File: src/hw/rtl/fsr_pkg.sv
// ----------------------------------------------------------------------------
// fsr_pkg: shared types and constants for the fraction sum reducer
// Item structs, shared divider request and response, sequencer step codes.
// ----------------------------------------------------------------------------
`default_nettype none

package fsr_pkg;

    // Input field width; output widths follow from it
    localparam int IN_WIDTH  = 16;
    localparam int NUM_WIDTH = 2 * IN_WIDTH + 1;
    localparam int DEN_WIDTH = 2 * IN_WIDTH;
    // Datapath width of the shared divider, one bit of headroom over the numerator
    localparam int DW        = NUM_WIDTH + 1;

    typedef struct packed {
        logic [IN_WIDTH-1:0] first_numerator;
        logic [IN_WIDTH-1:0] first_denominator;
        logic [IN_WIDTH-1:0] second_numerator;
        logic [IN_WIDTH-1:0] second_denominator;
    } in_t;

    typedef struct packed {
        logic [NUM_WIDTH-1:0] sum_numerator;
        logic [DEN_WIDTH-1:0] sum_denominator;
        logic                 zero_denominator_error;
    } out_t;

    typedef struct packed {
        logic          start;
        logic [DW-1:0] dividend;
        logic [DW-1:0] divisor;
    } div_req_t;

    typedef struct packed {
        logic          done;
        logic [DW-1:0] quotient;
        logic [DW-1:0] remainder;
    } div_rsp_t;

    // Sequencer steps, in program order
    typedef enum logic [3:0] {
        STEP_G1 = 4'd0,   // gcd(n1, d1)
        STEP_N1 = 4'd1,   // n1 / g
        STEP_D1 = 4'd2,   // d1 / g
        STEP_G2 = 4'd3,   // gcd(n2, d2)
        STEP_N2 = 4'd4,   // n2 / g
        STEP_D2 = 4'd5,   // d2 / g
        STEP_G3 = 4'd6,   // gcd(d1, d2)
        STEP_T  = 4'd7,   // den = (d1 / g) * d2
        STEP_Q1 = 4'd8,   // num = n1 * (den / d1)
        STEP_Q2 = 4'd9,   // num += n2 * (den / d2)
        STEP_G4 = 4'd10,  // gcd(num, den)
        STEP_NF = 4'd11,  // num / g
        STEP_DF = 4'd12   // den / g
    } step_t;

endpackage

`default_nettype wire

File: src/hw/rtl/fraction_sum_reduce_top.sv
// A zero denominator gives the result strobe in the cycle after acceptance.
// Throughput: one item at a time; busy stays high through the strobe cycle.
// The result is shown for one cycle with done high; the receiver cannot stall.
// Reset: rst_n asynchronous, active low; returns the sequencer to idle.
// ----------------------------------------------------------------------------
// fraction_sum_reduce_top: adds two fractions and reduces the sum
// Euclid GCDs, LCM and final reduction run on one shared divider.
// ----------------------------------------------------------------------------
`default_nettype none

module fraction_sum_reduce_top
    import fsr_pkg::*;
(
    input  wire logic clk,
    input  wire logic rst_n,
    input  wire logic start,
    input  wire in_t  operands,
    output logic      busy,
    output logic      done,
    output out_t      result
);

    typedef enum logic [4:0] {
        ST_IDLE   = 5'b00001,
        ST_SETUP  = 5'b00010,
        ST_GCDCHK = 5'b00100,
        ST_DIV    = 5'b01000,
        ST_OUT    = 5'b10000
    } state_t;

    state_t                state_reg;
    step_t                 step_reg;
    logic [IN_WIDTH-1:0]   n1_reg, d1_reg, n2_reg, d2_reg;
    logic [DW-1:0]         p_reg, q_reg, g_reg;
    logic [DW-1:0]         num_reg;
    logic [DEN_WIDTH-1:0]  den_reg;
    logic                  err_reg;

    div_req_t              div_req;
    div_rsp_t              div_rsp;
    logic                  is_gcd;
    logic [DW-1:0]         div_a, div_b;
    logic [IN_WIDTH-1:0]   mul_a;
    logic [DEN_WIDTH-1:0]  prod;
    step_t                 step_next;

    fsr_div u_div (
        .clk   (clk),
        .rst_n (rst_n),
        .req   (div_req),
        .rsp   (div_rsp)
    );

    assign is_gcd = (step_reg == STEP_G1) || (step_reg == STEP_G2) ||
                    (step_reg == STEP_G3) || (step_reg == STEP_G4);

    // Division operands per step
    always_comb
    begin
        div_a = p_reg;
        div_b = q_reg;
        case (step_reg)
            STEP_N1: begin div_a = DW'(n1_reg);  div_b = g_reg;         end
            STEP_D1: begin div_a = DW'(d1_reg);  div_b = g_reg;         end
            STEP_N2: begin div_a = DW'(n2_reg);  div_b = g_reg;         end
            STEP_D2: begin div_a = DW'(d2_reg);  div_b = g_reg;         end
            STEP_T:  begin div_a = DW'(d1_reg);  div_b = g_reg;         end
            STEP_Q1: begin div_a = DW'(den_reg); div_b = DW'(d1_reg);   end
            STEP_Q2: begin div_a = DW'(den_reg); div_b = DW'(d2_reg);   end
            STEP_NF: begin div_a = num_reg;      div_b = g_reg;         end
            STEP_DF: begin div_a = DW'(den_reg); div_b = g_reg;         end
            default: begin div_a = p_reg;        div_b = q_reg;         end
        endcase
    end

    assign div_req.start    = ((state_reg == ST_SETUP) && !is_gcd) ||
                              ((state_reg == ST_GCDCHK) && (q_reg != '0));
    assign div_req.dividend = div_a;
    assign div_req.divisor  = div_b;

    // Multiplier fed by the registered quotient
    always_comb
    begin
        case (step_reg)
            STEP_T:  mul_a = d2_reg;
            STEP_Q1: mul_a = n1_reg;
            default: mul_a = n2_reg;
        endcase
    end
    assign prod = DEN_WIDTH'(mul_a) * DEN_WIDTH'(div_rsp.quotient[IN_WIDTH-1:0]);

    // Program order
    always_comb
    begin
        case (step_reg)
            STEP_G1: step_next = STEP_N1;
            STEP_N1: step_next = STEP_D1;
            STEP_D1: step_next = STEP_G2;
            STEP_G2: step_next = STEP_N2;
            STEP_N2: step_next = STEP_D2;
            STEP_D2: step_next = STEP_G3;
            STEP_G3: step_next = STEP_T;
            STEP_T:  step_next = STEP_Q1;
            STEP_Q1: step_next = STEP_Q2;
            STEP_Q2: step_next = STEP_G4;
            STEP_G4: step_next = STEP_NF;
            STEP_NF: step_next = STEP_DF;
            default: step_next = STEP_G1;
        endcase
    end

    // Sequencer control
    always_ff @(posedge clk or negedge rst_n)
    begin
        if (!rst_n)
        begin
            state_reg <= ST_IDLE;
            step_reg  <= STEP_G1;
        end
        else
        begin
            case (state_reg)
                ST_IDLE:
                begin
                    if (start)
                    begin
                        step_reg <= STEP_G1;
                        if (operands.first_denominator == '0 ||
                            operands.second_denominator == '0)
                            state_reg <= ST_OUT;
                        else
                            state_reg <= ST_SETUP;
                    end
                end
                ST_SETUP:
                begin
                    state_reg <= is_gcd ? ST_GCDCHK : ST_DIV;
                end
                ST_GCDCHK:
                begin
                    if (q_reg == '0)
                    begin
                        step_reg  <= step_next;
                        state_reg <= ST_SETUP;
                    end
                    else
                    begin
                        state_reg <= ST_DIV;
                    end
                end
                ST_DIV:
                begin
                    if (div_rsp.done)
                    begin
                        if (is_gcd)
                            state_reg <= ST_GCDCHK;
                        else if (step_reg == STEP_DF)
                            state_reg <= ST_OUT;
                        else
                        begin
                            step_reg  <= step_next;
                            state_reg <= ST_SETUP;
                        end
                    end
                end
                ST_OUT:
                begin
                    state_reg <= ST_IDLE;
                end
                default:
                begin
                    state_reg <= ST_IDLE;
                end
            endcase
        end
    end

    // Datapath registers
    always_ff @(posedge clk)
    begin
        case (state_reg)
            ST_IDLE:
            begin
                if (start)
                begin
                    n1_reg  <= operands.first_numerator;
                    d1_reg  <= operands.first_denominator;
                    n2_reg  <= operands.second_numerator;
                    d2_reg  <= operands.second_denominator;
                    err_reg <= (operands.first_denominator == '0) ||
                               (operands.second_denominator == '0);
                    num_reg <= '0;
                    den_reg <= '0;
                end
            end
            ST_SETUP:
            begin
                // Load Euclid operands
                case (step_reg)
                    STEP_G1: begin p_reg <= DW'(n1_reg);  q_reg <= DW'(d1_reg);  end
                    STEP_G2: begin p_reg <= DW'(n2_reg);  q_reg <= DW'(d2_reg);  end
                    STEP_G3: begin p_reg <= DW'(d1_reg);  q_reg <= DW'(d2_reg);  end
                    STEP_G4: begin p_reg <= num_reg;      q_reg <= DW'(den_reg); end
                    default: ;
                endcase
            end
            ST_GCDCHK:
            begin
                if (q_reg == '0)
                    g_reg <= p_reg;
            end
            ST_DIV:
            begin
                if (div_rsp.done)
                begin
                    case (step_reg)
                        STEP_G1, STEP_G2, STEP_G3, STEP_G4:
                        begin
                            p_reg <= q_reg;
                            q_reg <= div_rsp.remainder;
                        end
                        STEP_N1: n1_reg  <= div_rsp.quotient[IN_WIDTH-1:0];
                        STEP_D1: d1_reg  <= div_rsp.quotient[IN_WIDTH-1:0];
                        STEP_N2: n2_reg  <= div_rsp.quotient[IN_WIDTH-1:0];
                        STEP_D2: d2_reg  <= div_rsp.quotient[IN_WIDTH-1:0];
                        STEP_T:  den_reg <= prod;
                        STEP_Q1: num_reg <= DW'(prod);
                        STEP_Q2: num_reg <= num_reg + DW'(prod);
                        STEP_NF: num_reg <= div_rsp.quotient;
                        STEP_DF: den_reg <= div_rsp.quotient[DEN_WIDTH-1:0];
                        default: ;
                    endcase
                end
            end
            default: ;
        endcase
    end

    // Ports
    assign busy                          = (state_reg != ST_IDLE);
    assign done                          = (state_reg == ST_OUT);
    assign result.sum_numerator          = num_reg[NUM_WIDTH-1:0];
    assign result.sum_denominator        = den_reg;
    assign result.zero_denominator_error = err_reg;

    // Checks
    a_accept_busy: assert property (@(posedge clk) disable iff (!rst_n)
        start && !busy |=> busy) else $error("item accepted but not busy");
    a_done_pulse: assert property (@(posedge clk) disable iff (!rst_n)
        done |=> !done) else $error("result strobe longer than one cycle");
    a_err_zero: assert property (@(posedge clk) disable iff (!rst_n)
        done && result.zero_denominator_error |->
        (result.sum_numerator == '0) && (result.sum_denominator == '0))
        else $error("error result not zero");
    a_den_nonzero: assert property (@(posedge clk) disable iff (!rst_n)
        done && !result.zero_denominator_error |-> (result.sum_denominator != '0))
        else $error("zero denominator without error");

endmodule

`default_nettype wire

File: src/hw/rtl/fsr_div.sv
// ----------------------------------------------------------------------------
// fsr_div: shared restoring divider
// One quotient bit per cycle; quotient and remainder valid when done pulses.
// ----------------------------------------------------------------------------
`default_nettype none

module fsr_div
    import fsr_pkg::*;
(
    input  wire logic     clk,
    input  wire logic     rst_n,
    input  wire div_req_t req,
    output div_rsp_t      rsp
);

    localparam int CNT_W = $clog2(DW + 1);

    logic [DW-1:0]    quo_reg;
    logic [DW-1:0]    rem_reg;
    logic [CNT_W-1:0] cnt_reg;
    logic             run_reg;
    logic             done_reg;
    logic [DW:0]      trial;
    logic             fits;

    // Partial remainder with next dividend bit shifted in
    assign trial = {rem_reg, quo_reg[DW-1]};
    assign fits  = (trial >= {1'b0, req.divisor});

    // Control
    always_ff @(posedge clk or negedge rst_n)
    begin
        if (!rst_n)
        begin
            run_reg  <= 1'b0;
            done_reg <= 1'b0;
            cnt_reg  <= '0;
        end
        else if (req.start)
        begin
            run_reg  <= 1'b1;
            done_reg <= 1'b0;
            cnt_reg  <= CNT_W'(DW);
        end
        else if (run_reg)
        begin
            cnt_reg <= cnt_reg - CNT_W'(1);
            if (cnt_reg == CNT_W'(1))
            begin
                run_reg  <= 1'b0;
                done_reg <= 1'b1;
            end
        end
        else
        begin
            done_reg <= 1'b0;
        end
    end

    // Datapath; divisor is held steady by the sequencer while running
    always_ff @(posedge clk)
    begin
        if (req.start)
        begin
            quo_reg <= req.dividend;
            rem_reg <= '0;
        end
        else if (run_reg)
        begin
            if (fits)
                rem_reg <= DW'(trial - {1'b0, req.divisor});
            else
                rem_reg <= trial[DW-1:0];
            quo_reg <= {quo_reg[DW-2:0], fits};
        end
    end

    assign rsp.done      = done_reg;
    assign rsp.quotient  = quo_reg;
    assign rsp.remainder = rem_reg;

    // Checks
    a_done_pulse: assert property (@(posedge clk) disable iff (!rst_n)
        done_reg |=> !done_reg) else $error("divider done longer than one cycle");
    a_not_both: assert property (@(posedge clk) disable iff (!rst_n)
        !(run_reg && done_reg)) else $error("divider done while running");
    a_start_run: assert property (@(posedge clk) disable iff (!rst_n)
        req.start |=> run_reg) else $error("divider did not start");

endmodule

`default_nettype wire

File: config.mk
export PLATFORM = sky130hd
export DESIGN_NAME = fraction_sum_reduce_top
export DESIGN_NICKNAME = d
export VERILOG_FILES = /design/src/hw/rtl/fsr_pkg.sv /design/src/hw/rtl/fraction_sum_reduce_top.sv /design/src/hw/rtl/fsr_div.sv
export SDC_FILE = /design/constraint.sdc
export NUM_CORES = 1
export LEC_CHECK = 0
export BUFFER_PORTS_ARGS = -buffer_cell sky130_fd_sc_hd__clkbuf_2
export CAP_MARGIN = 20
export CORE_MARGIN = 5
export CORE_UTILIZATION = 64
export CTS_CLUSTER_DIAMETER = 100
export DETAILED_ROUTE_END_ITERATION = 10
export PLACE_DENSITY = 0.8
export SYNTH_ARGS = -nofsm -noshare
export SYNTH_HDL_FRONTEND = slang
export SYNTH_SLANG_ARGS = --single-unit
File: constraint.sdc
create_clock -name clk -period 11 [get_ports clk]
set_clock_uncertainty 0.05 [all_clocks]
set_input_delay 2.75 -clock clk [delete_from_list [all_inputs] [get_ports clk]]
set_output_delay 2.75 -clock clk [all_outputs]
set_load 0.02 [all_outputs]
### Word level (Yosys, flattened, before mapping)

Memory sizes are Yosys's and may differ from the RTL's.
Cells that the tools add are included.

| operators by class | value |
|---|---|
| $add $sub $neg | 3 |
| multipliers | 1 |
| magnitude comparators | 1 |
| equal/unequal tests | 34 |
| muxes and demuxes | 60 |
| reductions and logical operators | 34 |

Operator list:

| kind | count |
|---|---|
| 2-to-1 mux 34 bit | 9 |
| one-hot mux 34 bit (3 select lines) | 3 |
| one-hot mux 34 bit (2 select lines) | 3 |
| one-hot mux 34 bit (6 select lines) | 1 |
| 2-to-1 mux 16 bit | 12 |
| one-hot mux 16 bit (2 select lines) | 5 |
| one-hot mux 34 bit (4 select lines) | 1 |
| one-hot mux 32 bit (2 select lines) | 2 |
| 2-to-1 mux 32 bit | 2 |
| >= comparator 35 x 34 -> 1 bit | 1 |
| adder 34 x 32 -> 34 bit | 1 |
| zero test 34 bit | 1 |
| nonzero test 34 bit | 1 |
| subtractor 34 bit | 1 |
| zero test 16 bit | 2 |
| multiplier 16 x 16 -> 32 bit | 1 |
| AND reduction 4 bit | 8 |
| 2-to-1 mux 4 bit | 7 |
| 2-to-1 mux 5 bit | 5 |
| == test 4 bit (second input constant) | 5 |
| one-hot mux 5 bit (4 select lines) | 1 |
| == test 4 x 3 -> 1 bit (second input constant) | 4 |
| inequality test 2 x 1 -> 1 bit (second input constant) | 7 |
| 2-to-1 mux 6 bit | 2 |
| other kinds (29) | 48 |

| word-level totals | value |
|---|---|
| register bits | 318 |
| ROM bits | 64 |
| input port bits | 67 |
| output and inout bits | 68 |
| memories | 1 |

Memories:

| name | depth | bits a word | read ports | clocked after memory_dff | wr ports | line | source |
|---|---|---|---|---|---|---|---|
| (no name shown) | 16 | 4 | 1 | 0 | 0 | fraction_sum_reduce_top.sv:95 | `case (step_reg)` |

### Logic depth before layout (Yosys ltp)

| logic depth | value |
|---|---|
| depth in word-level cells | 8 |
| gate-level depth with buffers | 41 |

### Hierarchy

Synthesis repeated with hierarchy kept, for this count alone.

| second synthesis, totals | value |
|---|---|
| cells, all modules | 3185 |
| area total of the unflattened synthesis | 28454.8 um^2 |

By module, submodules not included:

| module | instances | cells each | area each (um^2) |
|---|---|---|---|
| fraction_sum_reduce_top | 1 | 2581 | 23122.2 |
| fsr_div | 1 | 604 | 5332.6 |

### Worst setup path after synthesis

OpenSTA, ideal clock, no wires.

| timing | value |
|---|---|
| kind | register to register |
| start point | register step_reg[0] |
| end point | register num_reg[30] (data pin) |
| setup time | 0.266 ns |
| data arrival time | 9.107 ns |
| data required time | 10.684 ns |
| slack | 1.577 ns |
| cell stages (with the launch flop) | 39 |
| path buffers | 4 |
| cells stage by stage | dfrtp_1 > ha_1 > clkbuf_1 > and2_1 > clkbuf_1 > nor2_1 > clkbuf_1 > nand2_1 > nand2_1 > clkbuf_1 > nand2_1 > fa_1 > fa_1 > fa_1 > fa_1 > inv_1 > fa_1 > inv_1 > [3 not listed] > a21o_1 > a21o_1 > a221o_1 > o21ai_1 > nand2b_1 > a2111oi_0 > nor3_1 > xor2_1 > ha_1 > a21oi_1 > o21ai_0 > and4_1 > o211ai_1 > nor3_1 > o21a_1 > o21ai_1 > a2111oi_0 > or3b_1 |

| between the ends | value |
|---|---|
| word-level cells in the longest chain between the ends | 7 |

RTL lines:

| element | line | source |
|---|---|---|
| start: declaration | fraction_sum_reduce_top.sv:32 | `step_t step_reg;` |
| start signal: assignment | fraction_sum_reduce_top.sv:143 | `step_reg <= step_next;` |
| start signal: assignment | fraction_sum_reduce_top.sv:161 | `step_reg <= step_next;` |
| == test 4 bit or == test 4 x 3 -> 1 bit (tied branches) | fraction_sum_reduce_top.sv:84, fraction_sum_reduce_top.sv:216 |  |
| one-hot mux 16 bit (2 select lines) | fraction_sum_reduce_top.sv:84 | `case (step_reg)` |
| multiplier 16 x 16 -> 32 bit | fraction_sum_reduce_top.sv:90 | `assign prod = DEN_WIDTH'(mul_a) * DEN_WIDTH'(div_rsp.quotient[IN_WIDTH-1:0]);` |
| adder 34 x 32 -> 34 bit | fraction_sum_reduce_top.sv:228 | `STEP_Q2: num_reg <= num_reg + DW'(prod);` |
| one-hot mux 34 bit (3 select lines) * | fraction_sum_reduce_top.sv:216 | `case (step_reg)` |
| 2-to-1 mux 34 bit * | fraction_sum_reduce_top.sv:214 | `if (div_rsp.done)` |
| one-hot mux 34 bit (2 select lines) * | fraction_sum_reduce_top.sv:181 | `case (state_reg)` |
| end signal: assignment | fraction_sum_reduce_top.sv:227 | `STEP_Q1: num_reg <= DW'(prod);` |
| end signal: assignment | fraction_sum_reduce_top.sv:228 |  |
| end signal: assignment | fraction_sum_reduce_top.sv:229 | `STEP_NF: num_reg <= div_rsp.quotient;` |
| end: declaration | fraction_sum_reduce_top.sv:35 | `logic [DW-1:0] num_reg;` |

Every way passes the cells marked *; elsewhere a longest branch is shown, timed or not. The select of a mux whose other input is x is not followed.
A chain may end at the register's enable or synchronous reset.

### Worst setup path in the final report

| timing | value |
|---|---|
| start point | register step_reg[3] |
| end point | register num_reg[30] (data pin) |

Same word-level chain as after synthesis.

==> results.cfg <==
[yosys]
netlist.area_leader.share_pct = 28.5
seq_area_frac_synth_pct = 32.4
async_flop_share_pct = 5.35
synth-main-ff-cell = edfxtp_1
yosysTopAreaCell = edfxtp_1
ys_ff_latch = 318
yosys_warnings = 0
syn_inst = 3101
avgSynthCellArea_sq_um = 9.09
syn_nets = 3541
netlist_area_sq_mm = 0.0282
synthTopCellsByArea = edfxtp_1 (28%), fa_1 (14%), ha_1 (7.9%), nand2_1 (7.6%), a21oi_1 (3.8%)
ys_types = 91
synth-edff-count = 267

[grt]
grt_pass1_wl_mm = 141
grt-ovfl-total = 0
grt_max_degree = 93
grt_use_total_pct = 37.8
antenna_found_initial = 0
grt_pass1_vias = 24339

[drt]
drt_iter0_markers = 3705
drc_errors = 0
vias = 24583
wl_per_cell_um = 24.9
wirelength_mm = 92.3
dr.pass1.iters = 11
drt-vias-per-instance = 6.62
ant_nets = 0

[layout]
fin_area_sq_mm = 0.0303
drive_gt1_share_pct = 9.87
fin_nets = 3540
multi_input_area_sq_mm = 0.0171
num_antenna_cells = 0
finalCoreUtilization_pct = 70.1
regArea_sq_mm = 0.00913
syn_to_final_growth_pct = 7.64
nFillCells = 3353

[timing]
holdWs_ns = 0.400
post-route-period-util_pct = 92.7
finalSetupViolCount = 0
period_needed_ns = 10.19
drv_slew = 0
finalSetupTns_ns = 0
clock.fmax_mhz = 98.1
tightest_slew_ns = 1.13
slew-limit-headroom_pct = 24.9
hold_violations = 0
grt_setup_unrepaired = no

[floorplanning]
ioPinCount = 135
die_y_um = 220
die_area_sq_mm = 0.0483
initial_core_util_pct = 65.1
die_w_um = 220
rows = 76
core_area_sq_mm = 0.0433

[clock_network]
numCtsBuffers = 38
htreeDepth = 2
cts-root-buf = clkbuf_16
cts.sinks = 318
cts_tree = built
clockBufferDepth = 3
clk_latency_ns = 0.57
path_clk_slew_ns = 0.06
cts_setup_buffers = 0

[worst_hold_path]
hold_class = reg2reg

[placement]
dp_hpwl_mm = 69.1
place.port_buffers = 134
place_area_sq_mm = 0.0290
place.gp.congestion = 0.991

[setup_path]
slowest_stage = dfrtp_1
cp-end-kind = flip-flop
critPathKind = reg2reg
critical_path_required_ns = 11.26
path_max_fanout = 19
max_stage_delay_ns = 0.59
worst_setup_path_start_kind = flip-flop
crit_path_frequent_cell = fa_1
worstPathArrival_ns = 10.45

[run]
cap_violations = 0

[outcome]
status = finished clean
[cells in the final DEF, fill, tap and decap left out, drive strengths merged, types with 13 or more instances in the layout]
| cell | Yosys | layout |
|---|---|---|
| and2 | 132 | 132 |
| and3 | 15 | 15 |
| buf | 65 | 49 |
| clkbuf | 159 | 182 |
| o21ai | 82 | 82 |
| fa | 196 | 196 |
| xnor2 | 48 | 48 |
| nand2 | 574 | 574 |
| a222oi | 51 | 51 |
| a22o | 15 | 15 |
| ha | 177 | 177 |
| o21bai | 18 | 18 |
| nand2b | 14 | 14 |
| a221oi | 45 | 45 |
| a22oi | 85 | 85 |
| nor4 | 21 | 21 |
| edfxtp | 267 | 267 |
| a21o | 43 | 43 |
| a21oi | 218 | 218 |
| dfrtp | 16 | 16 |
| inv | 266 | 266 |
| dfxtp | 34 | 34 |
| nand4 | 13 | 13 |
| a31oi | 18 | 18 |
| nor3 | 21 | 21 |
| a21boi | 22 | 22 |
| nor2 | 204 | 204 |
| a211oi | 33 | 33 |
| clkinv | 0 | 15 |
| xor2 | 36 | 36 |
| nand3 | 62 | 62 |
[worst max-delay path, delay by kind of cell (launching register included)]
kind / cells / cell delay, ns
flip-flops: 1 / 0.59
buffers and inverters: 6 / 0.69
AND/OR/NAND/NOR: 12 / 2.62
XOR/XNOR: 1 / 0.25
adder cells (fa/ha/maj): 8 / 3.63
AO/OA/AOI/OAI: 9 / 2.10
[through the flow]
| stage | setup slack, ns | instances |
|---|---|---|
| 2_1_floorplan | 1.58 | 3101 |
| 3_3_place_gp | 1.01 | 3644 |
| 3_5_place_dp | 0.723 | 3644 |
| 4_1_cts | 0.731 | 3714 |
| 5_1_grt | 0.220 | 3715 |
| 6_report | 0.807 | 3715 |
[cells in the mapped netlist (62+ instances only)]
master / count
nor2_1: 203
ha_1: 177
edfxtp_1: 267
clkbuf_1: 158
and2_1: 132
nand2_1: 574
inv_1: 265
a21oi_1: 216
nand3_1: 62
a22oi_1: 85
o21ai_0: 75
fa_1: 196
[cells by family after synthesis]
group                      count (synthesis)  synth area share [%]
adders and majority gates                373                  21.8
muxes                                     20                 0.786
and+or+nand+nor                         1102                  17.5
xor gates and xnor gates                  84                  2.61
DFF                                      318                  32.4
buffers and inverters                    490                  7.15
AOI/OAI and AO/OA                        714                  17.8
[cell type report]
class,instances,area share (%)
clock buffers,48,3.33
multi-input cells,2293,56.5
inverters,266,3.29
clock inverters,22,0.908
flip-flops and latches,318,30.1
repair buffers,183,3.45
well taps,585,2.41
[repair_timing]
| item | in CTS | in global routing |
|---|---|---|
| setup endpoints to repair | 0 | 1 |
| hold buffers | 0 | 0 |
| gates resized for setup | 0 | 1 |
[per-layer routing]
metal  wire, um  up-vias  global-route usage, %
li1           -    10810                      -
met1      35300    11929                   51.9
met2      41300     1614                   58.3
met3      12400      230                   11.1
met4       3330        0                   12.4
met5          0        -                      0
[worst paths after layout]
check / from / slack [ns] / cells past startpoint / end
min: p_reg[15] / 0.40 / 0 / g_reg[15]
min reg2reg: p_reg[15] / 0.40 / 0 / g_reg[15]
max reg2reg: step_reg[3] / 0.81 / 36 / num_reg[30]
min in group asynchronous: rst_n / 2.09 / 1 / step_reg[2]
max: step_reg[3] / 0.81 / 36 / num_reg[30]
max in group asynchronous: rst_n / 8.47 / 1 / u_div.run_reg
Power is not shown: default switching activity piles up to over one toggle a cycle in this logic, so the estimate is an artifact.
